==> src/bcd_pkg.sv <==
// ----------------------------------------------------------------------------
// bcd_pkg
// Types, codes and the power-of-ten table shared by the binary to decimal
// digit converter.
// ----------------------------------------------------------------------------
`default_nettype none

package bcd_pkg;

  // Magnitude of a double word: 36-bit high word over 35 low bits
  localparam int unsigned MagW      = 71;
  localparam int unsigned PowerEntries = 22;
  localparam int unsigned WidthW    = 5;   // holds 1 .. PowerEntries
  localparam int unsigned LenW      = 6;
  localparam int unsigned WordW     = 36;
  localparam int unsigned OffW      = 18;
  localparam int unsigned DigitW    = 4;   // digit 0 .. 10
  localparam int unsigned QueueDepth = 2;
  localparam int unsigned QPtrW     = $clog2(QueueDepth);

  localparam logic [DigitW-1:0] DigitCap = 4'd10;

  typedef enum logic [1:0] {
    KIND_FILL  = 2'd0,
    KIND_DIGIT = 2'd1,
    KIND_SHORT = 2'd2
  } bcd_kind_e;

  typedef enum logic [1:0] {
    FE_IDLE,
    FE_SEARCH,
    FE_PUSH
  } bcd_fe_state_e;

  typedef enum logic [1:0] {
    BE_IDLE,
    BE_SHORT,
    BE_FILL,
    BE_DIGIT
  } bcd_be_state_e;

  // One classified conversion, handed from the front to the back
  typedef struct packed {
    logic [MagW-1:0]          mag;
    logic [WidthW-1:0]        width;
    logic [LenW-1:0]          fill_cnt;
    logic                     too_short;
    logic                     xlat;
    logic signed [OffW-1:0]   offset;
    logic [WordW-1:0]         fill_value;
    logic                     minus;
    logic                     nonzero;
  } bcd_cmd_t;

  // Power of ten for a field width: width k compares against 10^(k-1)
  function automatic logic [MagW-1:0] pow10(input logic [WidthW-1:0] k);
    logic [MagW-1:0] p;
    unique case (k)
      5'd1:    p = 71'd1;
      5'd2:    p = 71'd10;
      5'd3:    p = 71'd100;
      5'd4:    p = 71'd1000;
      5'd5:    p = 71'd10000;
      5'd6:    p = 71'd100000;
      5'd7:    p = 71'd1000000;
      5'd8:    p = 71'd10000000;
      5'd9:    p = 71'd100000000;
      5'd10:   p = 71'd1000000000;
      5'd11:   p = 71'd10000000000;
      5'd12:   p = 71'd100000000000;
      5'd13:   p = 71'd1000000000000;
      5'd14:   p = 71'd10000000000000;
      5'd15:   p = 71'd100000000000000;
      5'd16:   p = 71'd1000000000000000;
      5'd17:   p = 71'd10000000000000000;
      5'd18:   p = 71'd100000000000000000;
      5'd19:   p = 71'd1000000000000000000;
      5'd20:   p = 71'd10000000000000000000;
      5'd21:   p = 71'd100000000000000000000;
      5'd22:   p = 71'd1000000000000000000000;
      default: p = '0;
    endcase
    return p;
  endfunction

endpackage

`default_nettype wire

==> src/bcd_in_if.sv <==
// ----------------------------------------------------------------------------
// bcd_in_if
// Request channel: one double-word integer with its formatting controls.
// ----------------------------------------------------------------------------
`default_nettype none

interface bcd_in_if;
  logic               valid;
  logic               ready;
  logic signed [35:0] high_word;
  logic [35:0]        low_word;
  logic [5:0]         dest_length;
  logic               left_fill;
  logic               translate_mode;
  logic signed [17:0] digit_offset;
  logic [35:0]        fill_value;

  modport source (
    output valid, high_word, low_word, dest_length, left_fill,
           translate_mode, digit_offset, fill_value,
    input  ready
  );

  modport sink (
    input  valid, high_word, low_word, dest_length, left_fill,
           translate_mode, digit_offset, fill_value,
    output ready
  );
endinterface

`default_nettype wire

==> src/bcd_out_if.sv <==
// ----------------------------------------------------------------------------
// bcd_out_if
// Result channel: fill words, digits or a field-too-short indication.
// ----------------------------------------------------------------------------
`default_nettype none

interface bcd_out_if;
  logic        valid;
  logic        ready;
  logic [1:0]  kind;
  logic [35:0] out_value;
  logic        use_left_half;
  logic        minus_flag;
  logic        nonzero_flag;
  logic        last;

  modport source (
    output valid, kind, out_value, use_left_half, minus_flag, nonzero_flag, last,
    input  ready
  );

  modport sink (
    input  valid, kind, out_value, use_left_half, minus_flag, nonzero_flag, last,
    output ready
  );
endinterface

`default_nettype wire

==> src/bcd_front.sv <==
// ----------------------------------------------------------------------------
// bcd_front
// Takes a request, forms the magnitude and searches the field width, one
// power-of-ten compare per cycle, then pushes a command to the queue.
// ----------------------------------------------------------------------------
`default_nettype none

module bcd_front #(
  parameter int unsigned MAX_LENGTH = 63
) (
  input  wire                 clk_i,
  input  wire                 rst_ni,
  bcd_in_if.sink              in_i,
  output logic                push_valid_o,
  input  wire                 push_ready_i,
  output bcd_pkg::bcd_cmd_t   push_cmd_o
);

  localparam logic [bcd_pkg::LenW-1:0] MaxLen = bcd_pkg::LenW'(MAX_LENGTH);
  localparam logic [bcd_pkg::WidthW-1:0] TopWidth =
    bcd_pkg::WidthW'(bcd_pkg::PowerEntries);

  bcd_pkg::bcd_fe_state_e state_q, state_d;

  logic [bcd_pkg::MagW-1:0]        mag_q;
  logic [bcd_pkg::WidthW-1:0]      width_q, width_d;
  logic [bcd_pkg::LenW-1:0]        len_q;
  logic                            lfill_q;
  logic                            xlat_q;
  logic signed [bcd_pkg::OffW-1:0] off_q;
  logic [bcd_pkg::WordW-1:0]       fillv_q;
  logic                            minus_q;
  logic                            nz_q;

  logic [bcd_pkg::MagW-1:0] raw_mag;
  logic                     accept;
  logic                     hit;
  logic                     too_short;

  assign accept  = in_i.valid && in_i.ready;
  assign raw_mag = {in_i.high_word, in_i.low_word[34:0]};
  assign hit     = (mag_q >= bcd_pkg::pow10(width_q)) || (width_q == 5'd1);

  always_comb begin
    state_d    = state_q;
    width_d    = width_q;
    in_i.ready = 1'b0;
    push_valid_o = 1'b0;
    unique case (state_q)
      bcd_pkg::FE_IDLE: begin
        in_i.ready = 1'b1;
        if (in_i.valid) begin
          width_d = TopWidth;
          state_d = bcd_pkg::FE_SEARCH;
        end
      end
      bcd_pkg::FE_SEARCH: begin
        if (hit) begin
          state_d = bcd_pkg::FE_PUSH;
        end else begin
          width_d = width_q - 5'd1;
        end
      end
      bcd_pkg::FE_PUSH: begin
        push_valid_o = 1'b1;
        if (push_ready_i) begin
          state_d = bcd_pkg::FE_IDLE;
        end
      end
      default: state_d = bcd_pkg::FE_IDLE;
    endcase
  end

  always_ff @(posedge clk_i or negedge rst_ni) begin
    if (!rst_ni) begin
      state_q <= bcd_pkg::FE_IDLE;
      width_q <= '0;
    end else begin
      state_q <= state_d;
      width_q <= width_d;
    end
  end

  // Capture the request; negative values become their 71-bit magnitude
  always_ff @(posedge clk_i) begin
    if (accept) begin
      mag_q   <= in_i.high_word[35] ? (~raw_mag + 71'd1) : raw_mag;
      len_q   <= (in_i.dest_length > MaxLen) ? MaxLen : in_i.dest_length;
      lfill_q <= in_i.left_fill;
      xlat_q  <= in_i.translate_mode;
      off_q   <= in_i.digit_offset;
      fillv_q <= in_i.fill_value;
      minus_q <= in_i.high_word[35];
      nz_q    <= (in_i.high_word != '0) || (in_i.low_word != '0);
    end
  end

  assign too_short = {1'b0, width_q} > len_q;

  always_comb begin
    push_cmd_o            = '0;
    push_cmd_o.mag        = mag_q;
    push_cmd_o.width      = width_q;
    push_cmd_o.too_short  = too_short;
    push_cmd_o.fill_cnt   = (lfill_q && !too_short) ? (len_q - {1'b0, width_q}) : '0;
    push_cmd_o.xlat       = xlat_q;
    push_cmd_o.offset     = off_q;
    push_cmd_o.fill_value = fillv_q;
    push_cmd_o.minus      = minus_q;
    push_cmd_o.nonzero    = nz_q;
  end

endmodule

`default_nettype wire

==> src/bcd_queue.sv <==
// ----------------------------------------------------------------------------
// bcd_queue
// Short command queue between the width search and the digit engine.
// ----------------------------------------------------------------------------
`default_nettype none

module bcd_queue (
  input  wire                clk_i,
  input  wire                rst_ni,
  input  wire                push_valid_i,
  output logic               push_ready_o,
  input  bcd_pkg::bcd_cmd_t  push_cmd_i,
  output logic               pop_valid_o,
  input  wire                pop_ready_i,
  output bcd_pkg::bcd_cmd_t  pop_cmd_o
);

  localparam int unsigned CntW = $clog2(bcd_pkg::QueueDepth + 1);
  localparam logic [CntW-1:0] Full = CntW'(bcd_pkg::QueueDepth);

  bcd_pkg::bcd_cmd_t entry_q [bcd_pkg::QueueDepth];

  logic [bcd_pkg::QPtrW-1:0] wr_ptr_q, rd_ptr_q;
  logic [CntW-1:0]           count_q;
  logic                      push, pop;

  assign push_ready_o = (count_q != Full);
  assign pop_valid_o  = (count_q != '0);
  assign push         = push_valid_i && push_ready_o;
  assign pop          = pop_valid_o && pop_ready_i;
  assign pop_cmd_o    = entry_q[rd_ptr_q];

  always_ff @(posedge clk_i or negedge rst_ni) begin
    if (!rst_ni) begin
      wr_ptr_q <= '0;
      rd_ptr_q <= '0;
      count_q  <= '0;
    end else begin
      if (push) begin
        wr_ptr_q <= wr_ptr_q + 1'b1;
      end
      if (pop) begin
        rd_ptr_q <= rd_ptr_q + 1'b1;
      end
      case ({push, pop})
        2'b10:   count_q <= count_q + 1'b1;
        2'b01:   count_q <= count_q - 1'b1;
        default: count_q <= count_q;
      endcase
    end
  end

  always_ff @(posedge clk_i) begin
    if (push) begin
      entry_q[wr_ptr_q] <= push_cmd_i;
    end
  end

endmodule

`default_nettype wire

==> src/bcd_back.sv <==
// ----------------------------------------------------------------------------
// bcd_back
// Digit engine: emits a too-short indication, or fill words and then each
// digit, developed by repeated subtraction of the power of ten for its position.
// ----------------------------------------------------------------------------
`default_nettype none

module bcd_back (
  input  wire                clk_i,
  input  wire                rst_ni,
  input  wire                pop_valid_i,
  output logic               pop_ready_o,
  input  bcd_pkg::bcd_cmd_t  pop_cmd_i,
  bcd_out_if.source          out_o
);

  bcd_pkg::bcd_be_state_e state_q, state_d;

  bcd_pkg::bcd_cmd_t            cmd_q;
  logic [bcd_pkg::MagW-1:0]     rem_q, rem_d;
  logic [bcd_pkg::WidthW-1:0]   pos_q, pos_d;
  logic [bcd_pkg::LenW-1:0]     fill_q, fill_d;
  logic [bcd_pkg::DigitW-1:0]   digit_q, digit_d;

  logic                         ovalid_q, ovalid_d;
  logic [1:0]                   okind_q, okind_d;
  logic [bcd_pkg::WordW-1:0]    oval_q, oval_d;
  logic                         oleft_q, oleft_d;
  logic                         ominus_q, ominus_d;
  logic                         onz_q, onz_d;
  logic                         olast_q, olast_d;

  logic                         can_emit;
  logic [bcd_pkg::MagW:0]       diff;
  logic                         ge;
  logic [bcd_pkg::WordW-1:0]    digit_out;

  // Output register is free, or its contents are taken this cycle
  assign can_emit = !ovalid_q || out_o.ready;

  assign diff = {1'b0, rem_q} - {1'b0, bcd_pkg::pow10(pos_q)};
  assign ge   = !diff[bcd_pkg::MagW];

  assign digit_out = cmd_q.xlat ? {32'd0, digit_q}
                   : ({{18{cmd_q.offset[17]}}, cmd_q.offset} + {32'd0, digit_q});

  always_comb begin
    state_d     = state_q;
    rem_d       = rem_q;
    pos_d       = pos_q;
    fill_d      = fill_q;
    digit_d     = digit_q;
    pop_ready_o = 1'b0;
    ovalid_d    = ovalid_q && !out_o.ready;
    okind_d     = okind_q;
    oval_d      = oval_q;
    oleft_d     = oleft_q;
    ominus_d    = ominus_q;
    onz_d       = onz_q;
    olast_d     = olast_q;
    unique case (state_q)
      bcd_pkg::BE_IDLE: begin
        pop_ready_o = 1'b1;
        if (pop_valid_i) begin
          rem_d   = pop_cmd_i.mag;
          pos_d   = pop_cmd_i.width;
          fill_d  = pop_cmd_i.fill_cnt;
          digit_d = '0;
          if (pop_cmd_i.too_short) begin
            state_d = bcd_pkg::BE_SHORT;
          end else if (pop_cmd_i.fill_cnt != '0) begin
            state_d = bcd_pkg::BE_FILL;
          end else begin
            state_d = bcd_pkg::BE_DIGIT;
          end
        end
      end
      bcd_pkg::BE_SHORT: begin
        if (can_emit) begin
          ovalid_d = 1'b1;
          okind_d  = bcd_pkg::KIND_SHORT;
          oval_d   = '0;
          oleft_d  = 1'b0;
          ominus_d = 1'b0;
          onz_d    = 1'b0;
          olast_d  = 1'b1;
          state_d  = bcd_pkg::BE_IDLE;
        end
      end
      bcd_pkg::BE_FILL: begin
        if (can_emit) begin
          ovalid_d = 1'b1;
          okind_d  = bcd_pkg::KIND_FILL;
          oval_d   = cmd_q.fill_value;
          oleft_d  = 1'b0;
          ominus_d = cmd_q.minus;
          onz_d    = cmd_q.nonzero;
          olast_d  = 1'b0;
          fill_d   = fill_q - 6'd1;
          if (fill_q == 6'd1) begin
            state_d = bcd_pkg::BE_DIGIT;
          end
        end
      end
      bcd_pkg::BE_DIGIT: begin
        if (ge && (digit_q != bcd_pkg::DigitCap)) begin
          // subtract one more power of ten
          rem_d   = diff[bcd_pkg::MagW-1:0];
          digit_d = digit_q + 4'd1;
        end else if (can_emit) begin
          ovalid_d = 1'b1;
          okind_d  = bcd_pkg::KIND_DIGIT;
          oval_d   = digit_out;
          oleft_d  = cmd_q.xlat && cmd_q.minus && (pos_q == 5'd1);
          ominus_d = cmd_q.minus;
          onz_d    = cmd_q.nonzero;
          olast_d  = (pos_q == 5'd1);
          digit_d  = '0;
          pos_d    = pos_q - 5'd1;
          if (pos_q == 5'd1) begin
            state_d = bcd_pkg::BE_IDLE;
          end
        end
      end
      default: state_d = bcd_pkg::BE_IDLE;
    endcase
  end

  always_ff @(posedge clk_i or negedge rst_ni) begin
    if (!rst_ni) begin
      state_q  <= bcd_pkg::BE_IDLE;
      ovalid_q <= 1'b0;
      pos_q    <= '0;
      fill_q   <= '0;
      digit_q  <= '0;
      rem_q    <= '0;
    end else begin
      state_q  <= state_d;
      ovalid_q <= ovalid_d;
      pos_q    <= pos_d;
      fill_q   <= fill_d;
      digit_q  <= digit_d;
      rem_q    <= rem_d;
    end
  end

  always_ff @(posedge clk_i) begin
    if (state_q == bcd_pkg::BE_IDLE && pop_valid_i) begin
      cmd_q <= pop_cmd_i;
    end
    okind_q  <= okind_d;
    oval_q   <= oval_d;
    oleft_q  <= oleft_d;
    ominus_q <= ominus_d;
    onz_q    <= onz_d;
    olast_q  <= olast_d;
  end

  assign out_o.valid         = ovalid_q;
  assign out_o.kind          = okind_q;
  assign out_o.out_value     = oval_q;
  assign out_o.use_left_half = oleft_q;
  assign out_o.minus_flag    = ominus_q;
  assign out_o.nonzero_flag  = onz_q;
  assign out_o.last          = olast_q;

endmodule

`default_nettype wire

==> src/binary_to_decimal_digits_core.sv <==
// ----------------------------------------------------------------------------
// binary_to_decimal_digits_core
// Converts a signed 71-bit double-word integer to a stream of decimal digits.
//
// in_i carries one conversion request per transfer; out_o carries its results:
// optional fill words, then the digits most significant first, or a single
// field-too-short result. The last result of each conversion has last set.
// The front forms the magnitude in the accept cycle and searches the field
// width with one power-of-ten compare per cycle, then hands a command to a
// two-entry queue. The back, which sets the throughput, takes each command,
// emits one result per fill word and then develops each digit by repeated
// subtraction of the power of ten for its position. The front searches the
// next request while the back still works on the previous one.
// A stalled receiver holds the output register and pauses the back; the queue
// then fills and the input stops accepting. Reset empties the queue and the
// output register and returns both parts to idle; no clearing pass is needed.
// ----------------------------------------------------------------------------
`default_nettype none

module binary_to_decimal_digits_core #(
  parameter int unsigned MAX_LENGTH = 63
) (
  input  wire       clk_i,
  input  wire       rst_ni,
  bcd_in_if.sink    in_i,
  bcd_out_if.source out_o
);

  logic              push_valid, push_ready;
  logic              pop_valid, pop_ready;
  bcd_pkg::bcd_cmd_t push_cmd, pop_cmd;

  bcd_front #(
    .MAX_LENGTH(MAX_LENGTH)
  ) u_front (
    .clk_i        (clk_i),
    .rst_ni       (rst_ni),
    .in_i         (in_i),
    .push_valid_o (push_valid),
    .push_ready_i (push_ready),
    .push_cmd_o   (push_cmd)
  );

  bcd_queue u_queue (
    .clk_i        (clk_i),
    .rst_ni       (rst_ni),
    .push_valid_i (push_valid),
    .push_ready_o (push_ready),
    .push_cmd_i   (push_cmd),
    .pop_valid_o  (pop_valid),
    .pop_ready_i  (pop_ready),
    .pop_cmd_o    (pop_cmd)
  );

  bcd_back u_back (
    .clk_i       (clk_i),
    .rst_ni      (rst_ni),
    .pop_valid_i (pop_valid),
    .pop_ready_o (pop_ready),
    .pop_cmd_i   (pop_cmd),
    .out_o       (out_o)
  );

  // A too-short indication is always the whole conversion
  a_short_is_last: assert property (@(posedge clk_i) disable iff (!rst_ni)
    out_o.valid && (out_o.kind == bcd_pkg::KIND_SHORT) |-> out_o.last)
    else $error("too-short result without last");

  // Fill words always precede at least one digit
  a_fill_not_last: assert property (@(posedge clk_i) disable iff (!rst_ni)
    out_o.valid && (out_o.kind == bcd_pkg::KIND_FILL) |-> !out_o.last)
    else $error("fill word marked last");

  // Left-half select only on the final digit of a negative number
  a_left_half: assert property (@(posedge clk_i) disable iff (!rst_ni)
    out_o.valid && out_o.use_left_half |->
      out_o.last && out_o.minus_flag && (out_o.kind == bcd_pkg::KIND_DIGIT))
    else $error("left-half select on wrong result");

  // The front holds its command while the queue is full
  a_queue_push: assert property (@(posedge clk_i) disable iff (!rst_ni)
    push_valid && !push_ready |=> push_valid)
    else $error("front dropped a command");

endmodule

`default_nettype wire

==> src/flat_wrapper.sv <==
// flat-port wrapper written by rule: the top's interface ports become plain ports
module binary_to_decimal_digits_core_flat 
#(
  parameter int unsigned MAX_LENGTH = 63
)
  (clk_i, rst_ni, in_i_valid, in_i_high_word, in_i_low_word, in_i_dest_length, in_i_left_fill, in_i_translate_mode, in_i_digit_offset, in_i_fill_value, in_i_ready, out_o_valid, out_o_kind, out_o_out_value, out_o_use_left_half, out_o_minus_flag, out_o_nonzero_flag, out_o_last, out_o_ready);
  bcd_in_if in_i_i ();
  bcd_out_if out_o_i ();
  input  wire clk_i;
  input  wire rst_ni;
  input wire logic [$bits(in_i_i.valid)-1:0] in_i_valid;
  input wire logic [$bits(in_i_i.high_word)-1:0] in_i_high_word;
  input wire logic [$bits(in_i_i.low_word)-1:0] in_i_low_word;
  input wire logic [$bits(in_i_i.dest_length)-1:0] in_i_dest_length;
  input wire logic [$bits(in_i_i.left_fill)-1:0] in_i_left_fill;
  input wire logic [$bits(in_i_i.translate_mode)-1:0] in_i_translate_mode;
  input wire logic [$bits(in_i_i.digit_offset)-1:0] in_i_digit_offset;
  input wire logic [$bits(in_i_i.fill_value)-1:0] in_i_fill_value;
  output wire logic [$bits(in_i_i.ready)-1:0] in_i_ready;
  output wire logic [$bits(out_o_i.valid)-1:0] out_o_valid;
  output wire logic [$bits(out_o_i.kind)-1:0] out_o_kind;
  output wire logic [$bits(out_o_i.out_value)-1:0] out_o_out_value;
  output wire logic [$bits(out_o_i.use_left_half)-1:0] out_o_use_left_half;
  output wire logic [$bits(out_o_i.minus_flag)-1:0] out_o_minus_flag;
  output wire logic [$bits(out_o_i.nonzero_flag)-1:0] out_o_nonzero_flag;
  output wire logic [$bits(out_o_i.last)-1:0] out_o_last;
  input wire logic [$bits(out_o_i.ready)-1:0] out_o_ready;
  assign in_i_i.valid = in_i_valid;
  assign in_i_i.high_word = in_i_high_word;
  assign in_i_i.low_word = in_i_low_word;
  assign in_i_i.dest_length = in_i_dest_length;
  assign in_i_i.left_fill = in_i_left_fill;
  assign in_i_i.translate_mode = in_i_translate_mode;
  assign in_i_i.digit_offset = in_i_digit_offset;
  assign in_i_i.fill_value = in_i_fill_value;
  assign in_i_ready = in_i_i.ready;
  assign out_o_valid = out_o_i.valid;
  assign out_o_kind = out_o_i.kind;
  assign out_o_out_value = out_o_i.out_value;
  assign out_o_use_left_half = out_o_i.use_left_half;
  assign out_o_minus_flag = out_o_i.minus_flag;
  assign out_o_nonzero_flag = out_o_i.nonzero_flag;
  assign out_o_last = out_o_i.last;
  assign out_o_i.ready = out_o_ready;
  binary_to_decimal_digits_core #(.MAX_LENGTH(MAX_LENGTH)) u_core (.clk_i(clk_i), .rst_ni(rst_ni), .in_i(in_i_i), .out_o(out_o_i));
endmodule
==> config.mk <==
export PLATFORM = sky130hd
export DESIGN_NAME = binary_to_decimal_digits_core_flat
export DESIGN_NICKNAME = d
export VERILOG_FILES = /design/src/bcd_pkg.sv /design/src/bcd_in_if.sv /design/src/bcd_out_if.sv /design/src/bcd_front.sv /design/src/bcd_queue.sv /design/src/bcd_back.sv /design/src/binary_to_decimal_digits_core.sv /design/src/flat_wrapper.sv
export SDC_FILE = /design/constraint.sdc
export NUM_CORES = 1
export LEC_CHECK = 0
export BUFFER_PORTS_ARGS = -buffer_cell sky130_fd_sc_hd__buf_2
export CORE_MARGIN = 2
export CORE_UTILIZATION = 44
export DETAILED_ROUTE_END_ITERATION = 10
export HOLD_SLACK_MARGIN = 0.15
export PLACE_DENSITY = 0.72
export SYNTH_ARGS = -nofsm -noshare
export SYNTH_HDL_FRONTEND = slang
export SYNTH_MEMORY_MAX_BITS = 65536
export SYNTH_SLANG_ARGS = --single-unit
==> constraint.sdc <==
create_clock -name clk_i -period 11.6 [get_ports clk_i]
set_input_delay 1.16 -clock clk_i [delete_from_list [all_inputs] [get_ports clk_i]]
set_output_delay 1.16 -clock clk_i [all_outputs]
set_load 0.01 [all_outputs]
==> results of run 1 <==
[layer usage]
| layer | vias to the layer above | wire [um] | share of wire (%) |
|---|---|---|---|
| met5 | - | 0 | 0 |
| met4 | 0 | 2733 | 3.2 |
| met3 | 128 | 4967 | 5.9 |
| met2 | 810 | 38810 | 46 |
| met1 | 11180 | 37890 | 45 |
| li1 | 10870 | - | - |
[sequential cells by signal, indices dropped and copies added, names as in the netlist, 2 cells and up]
signal / count
u_core.u_front.len_q: 6
u_core.u_front.mag_q: 71
u_core.u_back.rem_q: 71
u_core.u_queue.count_q: 2
u_core.u_back.out_o.kind: 2
u_core.u_front.width_q: 5
u_core.u_back.state_q: 2
u_core.u_queue.entry_q: 280
u_core.u_back.digit_q: 4
u_core.u_front.state_q: 2
u_core.u_back.pos_q: 5
u_core.u_back.cmd_q: 57
u_core.u_front.off_q: 18
u_core.u_back.out_o.out_value: 36
u_core.u_back.fill_q: 6
u_core.u_front.fillv_q: 36
[cell usage after synthesis, types with 5 or more instances]
| cell | number |
|---|---|
| a211o_1 | 6 |
| a211oi_1 | 20 |
| a21boi_0 | 5 |
| a21o_1 | 62 |
| a21oi_1 | 249 |
| a221o_1 | 7 |
| a22oi_1 | 12 |
| a31oi_1 | 29 |
| a32oi_1 | 7 |
| and2_1 | 11 |
| and3_1 | 10 |
| buf_1 | 10 |
| buf_2 | 7 |
| clkbuf_1 | 131 |
| dfrtp_1 | 100 |
| edfxtp_1 | 514 |
| ha_1 | 181 |
| inv_1 | 56 |
| mux2_2 | 77 |
| mux2i_1 | 77 |
| nand2_1 | 295 |
| nand2b_1 | 24 |
| nand3_1 | 59 |
| nand4_1 | 46 |
| nor2_1 | 217 |
| nor2b_1 | 27 |
| nor3_1 | 41 |
| nor4_1 | 7 |
| o211ai_1 | 15 |
| o21a_1 | 17 |
| o21ai_0 | 149 |
| o21ai_1 | 24 |
| o21bai_1 | 11 |
| o22ai_1 | 25 |
| o31ai_1 | 27 |
| o41ai_1 | 11 |
| or2_2 | 8 |
| or3_1 | 18 |
| or4_1 | 10 |
| xnor2_1 | 118 |
| xor2_1 | 33 |
[report_power, final]
part           internal (uW)  switching, uW
sequential              3240            431
clock                   1220            894
combinational           1970           3560
total                   6430           4880
[metrics by stage]
step | cell area [sq um] | hold slack [ns] | util, % | power [uW] | std cells
finish | 36240 | 0.4309 | 49.85 | 11310 | 3983
global route | 36240 | 0.4439 | 49.84 | 12010 | 3982
CTS | 36230 | 0.4308 | 49.83 | 11250 | 3978
detailed placement | 34030 | 0.4317 | 46.80 | 9092 | 3858
global placement | 34030 | 0.4220 | 46.80 | 9055 | 3858
floorplan | 32210 | 0.4215 | - | 7508 | 2837
[worst max-delay path by stage]
stage	end	cells past startpoint	startpoint
floorplan	u_core.u_queue.entry_q[0][0]	3	u_core.u_front.state_q[0]
CTS	u_core.u_back.out_o.out_value[2]	16	u_core.u_back.pos_q[0]
detailed placement	u_core.u_back.out_o.out_value[32]	16	u_core.u_back.pos_q[0]
global route	u_core.u_back.rem_q[59]	17	u_core.u_back.pos_q[0]
global placement	u_core.u_back.out_o.out_value[30]	16	u_core.u_back.pos_q[0]
finish	u_core.u_back.out_o.out_value[33]	16	u_core.u_back.pos_q[0]
[logic make-up (layout without fill, tap and decap cells)]
family	Yosys count	in the layout	synth area share, %
simple gates	798	798	11.37
compound gates	728	728	14.04
flops	614	614	55.69
buf+inv	207	389	2.463
fa+ha+maj	184	184	7.217
mux	155	155	5.120
xor+xnor	151	151	4.106
other cells	0	5	0
[final cells by class]
type | instances | area, sq um | share of cell area (%)
Sequential cell | 614 | 17940 | 49.50
Multi-Input combinational cell | 2016 | 13540 | 37.35
Clock buffer | 79 | 1730 | 4.774
Tap cell | 959 | 1200 | 3.311
Timing Repair Buffer | 211 | 1134 | 3.128
Clock inverter | 41 | 470.5 | 1.298
Inverter | 58 | 217.7 | 0.6007
Antenna cell | 5 | 12.51 | 0.03452
[critical path, delay by kind of cell, from the launching register on]
family                   cells  cell delay (ns)
AO/OA/AOI/OAI                9             2.05
flip-flops                   1             0.74
adder cells (fa/ha/maj)      2             0.91
buffers and inverters        1             0.33
AND/OR/NAND/NOR              4             1.62
==> flow_metrics.tcl, run 1 <==
set metrics [dict create \
    cts_hold_buffers 0 \
    grt.met2_usage_pct 34.58 \
    holdPathEnd "u_core.u_queue.entry_q[0][5]" \
    finalSetupViolCount 0 \
    core_area_sq_um 72710 \
    ys_ff_latch 614 \
    worstPathMaxFanout 39 \
    yosysTopAreaCell "edfxtp_1" \
    path_cells "inv_1 -> ha_1 -> nand2_1 -> o21ai_0 -> nand2b_1 -> ha_1 -> a21oi_1 -> o311ai_1 -> a21boi_1 -> a211oi_1 -> o21ai_1 -> a2111oi_1 -> o21a_1 -> nor2_1 -> a21oi_1 -> nor2_4" \
    status "finished clean" \
    clock_path_buffers 3 \
    crit_arrival_ns 6.29 \
    max_stage_delay_ns 0.94 \
    place.gp.congestion 1.004 \
    fill_cells 6343 \
    layout_common_cells "edfxtp_1, nand2_1, a21oi_1, nor2_1, buf_2" \
    cts_buffers 66 \
    synth_warnings 0 \
    max_freq_mhz 164.7 \
    post_cts.repair.setup_buffers 0 \
    setup_slack_ns 5.528 \
    die-width_um 274.6 \
    wl_um 84410 \
    syn_inst 2837 \
    syn_nets 3159 \
    rrSetupSlack_ns 5.53 \
    worstSetupPathType "reg -> reg" \
    min_path_type "reg -> reg" \
    worst_pin_slew_ns 1.236 \
    cp-start-kind "flip-flop" \
    ctsRootBufferMaster "clkbuf_16" \
    antenna_found_initial 4 \
    crit_slowest_cell "nor2_4" \
    slew_headroom_pct 17.39 \
    clock-sinks 614 \
    drtIter0Drc 2280 \
    period_minus_slack_ns 6.072 \
    ys_types 89 \
    hp-start "u_core.u_front.fillv_q[3]" \
    grt_pass1_vias 21910 \
    r2r_cells 16 \
    syn_area_sq_um 32210 \
    synthTopCellsByArea "edfxtp_1, dfrtp_1, ha_1" \
    clkTransAtPathRegs_ns 0.06 \
    holdPathStages 0 \
    drtAntennaViolNets 0 \
    maxCapViolations 0 \
    layout-drive-gt1-share_pct 13.88 \
    synth-edff-count 514 \
    synthArstFlopShare_pct 16.29 \
    boundaryPins 182 \
    rsz0062_at_grt "false" \
    worst_r2r_endpoint "u_core.u_back.out_o.out_value[33]" \
    layout_commonest_cell "edfxtp_1" \
    yosysTopAreaCellShare_pct 47.92 \
    tritoncts "done" \
    die_y_um 274.6 \
    skew_ns 0.03158 \
    grt_use_total_pct 22.16 \
    clk_latency_ns 0.62 \
    layout.nets 3289 \
    total_leakage_power_uw 0.01352 \
    design.die.area_sq_um 75390 \
    ys_seq_area_share_pct 55.69 \
    vias_per_cell 5.772 \
    hold_violations 0 \
    vias 22990 \
    cts_resized 0 \
    slew_viol_final 0 \
    ir_drop_v 0.0001812 \
    ys.flop_type "edfxtp_1" \
    r2r_start "u_core.u_back.pos_q[0]" \
    synthToLayoutAreaGrowth_pct 12.52 \
    powerDensity_nw_per_um2 312.0 \
    critPathRequiredTime_ns 11.82 \
    htree_levels 3 \
    grt_max_degree 92 \
    finalCritPeriodShare_pct 52.35 \
    firstDrtPassIters 6 \
    dp_slack_ns 5.666 \
    drcViolationCount 0 \
    initial_core_util_pct 44.30 \
    grt_use_met1_pct 31.60 \
    rows 99 \
    wl_per_cell_um 21.19 \
    overflow 0 \
    io_buffers 181 \
    grt_pass1_wl_um 128500 \
    dpl.hpwl_um 60840 \
    syn_avg_cell_area_sq_um 11.35 \
    critPathCaptureType "flip-flop" \
    tns_ns 0 \
    grt_busiest_layer "met2" \
    use_met3_pct 3.046 \
]
Note: power is estimated with default switching activity, not from simulation.
==> run 2, diff against run 1 <==
- PLACE_DENSITY: 0.72 -> 0.74
- clock period: 11.6 -> 5.25 ns (I/O delays scaled with it)
==> run 2 against run 1 <==
  * Wire length rose by 6.0%
  * Clock skew down 0.0025 ns
  * Clock power increased by 130%
  * Die area is the same
  * First-iteration DRC count rose by 12%
  * Combinational power increased by 140%
  * Non-clock buffer count rose by 116
  * Fmax rose by 20%
  * Clock-buffer cell count is 3 higher
  * Cell count grew 2.8%
  * Critical endpoint is now u_core.u_front.width_q[0]
  * Largest cell class unchanged
  * Highest routed layer unchanged
==> flow_metrics.tcl, run 2 (synthesis gave the netlist of run 1 again) <==
set metrics [dict create \
    rows 99 \
    dpl.hpwl_um 63660 \
    dpl-instance-area_sq_um 34530 \
    grt_pass1_wl_um 135800 \
    slew_viol_final 0 \
    crit_slowest_cell "dfrtp_1" \
    dp.cells 3910 \
    clock_path_buffers 3 \
    die-width_um 274.6 \
    status "finished clean" \
    cts_buffers 66 \
    overflow 0 \
    finalSetupViolCount 0 \
    slew_headroom_pct 37.28 \
    clk_latency_ns 0.62 \
    crit_arrival_ns 5.57 \
    ctsRootBufferMaster "clkbuf_16" \
    insertedDiodeCount 0 \
    post_cts.repair.setup_buffers 0 \
    route.met2.wl_um 42400 \
    core_area_sq_um 72710 \
    path_cells "inv_1 -> ha_1 -> inv_1 -> nand2_1 -> a21oi_1 -> o21ai_0 -> ha_1 -> nand4_1 -> nor4_1 -> o21a_1 -> o31ai_1 -> a31oi_1 -> o2111ai_1 -> and2_1 -> nor2_1 -> mux2_2" \
    post-route-cell-area_sq_um 37450 \
    io_buffers 181 \
    htree_levels 3 \
    layout_common_cells "edfxtp_1, nand2_1, a21oi_1, nor2_1, buf_2" \
    layout_commonest_cell "edfxtp_1" \
    total_leakage_power_uw 0.01410 \
    clock-sinks 614 \
    wl_met1_um 38770 \
    wl_per_cell_um 21.83 \
    boundaryPins 182 \
    cp-start-kind "flip-flop" \
    worst_pin_slew_ns 0.9171 \
    hold_violations 0 \
    drtAntennaViolNets 0 \
    min_path_type "in -> reg" \
    antenna_found_initial 0 \
    clkTransAtPathRegs_ns 0.06 \
    drtIter0Drc 2557 \
    die_y_um 274.6 \
    regMostFlops "u_core.u_queue.entry_q" \
    worstSetupPathType "reg -> reg" \
    skew_ns 0.02913 \
    r2r_start "u_core.u_front.width_q[1]" \
    hp-start "in_i_low_word[6]" \
    worstPathMaxFanout 14 \
    layout.nets 3406 \
    tritoncts "done" \
    initial_core_util_pct 44.30 \
    vias_per_cell 5.797 \
    grt_max_degree 132 \
    wl_um 89430 \
    design.die.area_sq_um 75390 \
    top_layer "met4" \
    cp_top_family "compound AO/OA/AOI/OAI gates" \
    powerDensity_nw_per_um2 688.1 \
    rrSetupSlack_ns 0.17 \
    vias 23740 \
    firstDrtPassIters 9 \
    worst_r2r_endpoint "u_core.u_front.width_q[0]" \
    largest_register_ffs 280 \
    period_minus_slack_ns 5.081 \
    drcViolationCount 0 \
    met3WireLength_um 5367 \
    layout-drive-gt1-share_pct 15.14 \
    path_buf_inv 2 \
    instances_no_fill 4096 \
    critPathCaptureType "flip-flop" \
    reg_top3 "u_core.u_queue.entry_q (280), u_core.u_back.rem_q (71), u_core.u_front.mag_q (71)" \
    max_freq_mhz 196.8 \
    holdPathStages 2 \
    place.gp.congestion 0.9621 \
    finalCritPeriodShare_pct 96.78 \
    holdPathEnd "u_core.u_front.mag_q[6]" \
    grt_pass1_vias 23080 \
    critPathRequiredTime_ns 5.74 \
    grt_use_total_pct 23.48 \
    max_stage_delay_ns 0.71 \
    r2r_cells 16 \
    maxCapViolations 0 \
    ir_drop_v 0.0004317 \
    synthToLayoutAreaGrowth_pct 16.26 \
    rsz0062_at_grt "false" \
]
==> run 2: what timing repair did <==
action                                  in CTS  in global routing
endpoints found under the setup margin       0                 69
hold endpoints to repair                   117                  0
gates resized for setup                      0                  4
hold buffers                                64                  0
==> run 2: worst reg2reg max path, stage by stage (launching register included) <==
cell	delay, ns
dfrtp_1	0.71
inv_1	0.18
ha_1	0.47
inv_1	0.19
nand2_1	0.15
a21oi_1	0.28
o21ai_0	0.17
ha_1	0.33
nand4_1	0.14
nor4_1	0.51
o21a_1	0.20
o31ai_1	0.09
a31oi_1	0.39
o2111ai_1	0.23
and2_1	0.25
nor2_1	0.29
mux2_2	0.39
==> run 2: cell type report <==
class                           instances  area (sq um)
Timing Repair Buffer                  327          2277
Sequential cell                       614         17940
Multi-Input combinational cell       2017         13560
Inverter                               58         217.7
Tap cell                              959          1200
Fill cell                            6210         35260
Clock inverter                         39         499.2
Clock buffer                           82          1753
==> run 2: per-stage QoR <==
| stage | hold WS, ns | power (uW) | util (%) | setup slack (ns) | TNS [ns] |
|---|---|---|---|---|---|
| final | 0.2246 | 25770 | 51.50 | 0.1690 | 0 |
| after global routing | 0.2048 | 27330 | 51.50 | 0.007751 | 0 |
| after floorplan | 0.2294 | 16590 | - | -1.930 | -540.47 |
| after global placement | 0.4216 | 20530 | 47.50 | 0.2852 | 0 |
| after detailed placement | 0.4290 | 20660 | 47.50 | 0.2246 | 0 |
| after CTS | 0.1865 | 25600 | 51.47 | 0.1639 | 0 |
==> run 2: worst max path at each step <==
stage / end / start / slack [ns] / depth (start not counted)
after floorplan: u_core.u_queue.entry_q[0][0] / u_core.u_front.state_q[0] / -1.93 / 3
after global placement: u_core.u_back.out_o.out_value[32] / u_core.u_back.pos_q[1] / 0.29 / 17
after detailed placement: u_core.u_back.out_o.out_value[21] / u_core.u_back.pos_q[1] / 0.22 / 17
after CTS: u_core.u_back.out_o.out_value[17] / u_core.u_back.pos_q[1] / 0.16 / 17
after global routing: u_core.u_front.width_q[0] / u_core.u_front.width_q[1] / 0.008 / 16
final: u_core.u_front.width_q[0] / u_core.u_front.width_q[1] / 0.17 / 16
==> run 2: metal layers <==
metal	track usage, %	up-vias
met5	0	-
met3	3.352	169
met1	32.23	11650
met4	8.424	0
li1	-	11080
met2	38.11	846
==> run 2: power breakdown <==
group          leakage, uW  switching (uW)  total [uW]  internal [uW]
sequential         0.00595             839        7980           7140
combinational      0.00708            8200       13000           4780
clock              0.00108            1990        4800           2810
total               0.0141           11000       25800          14700
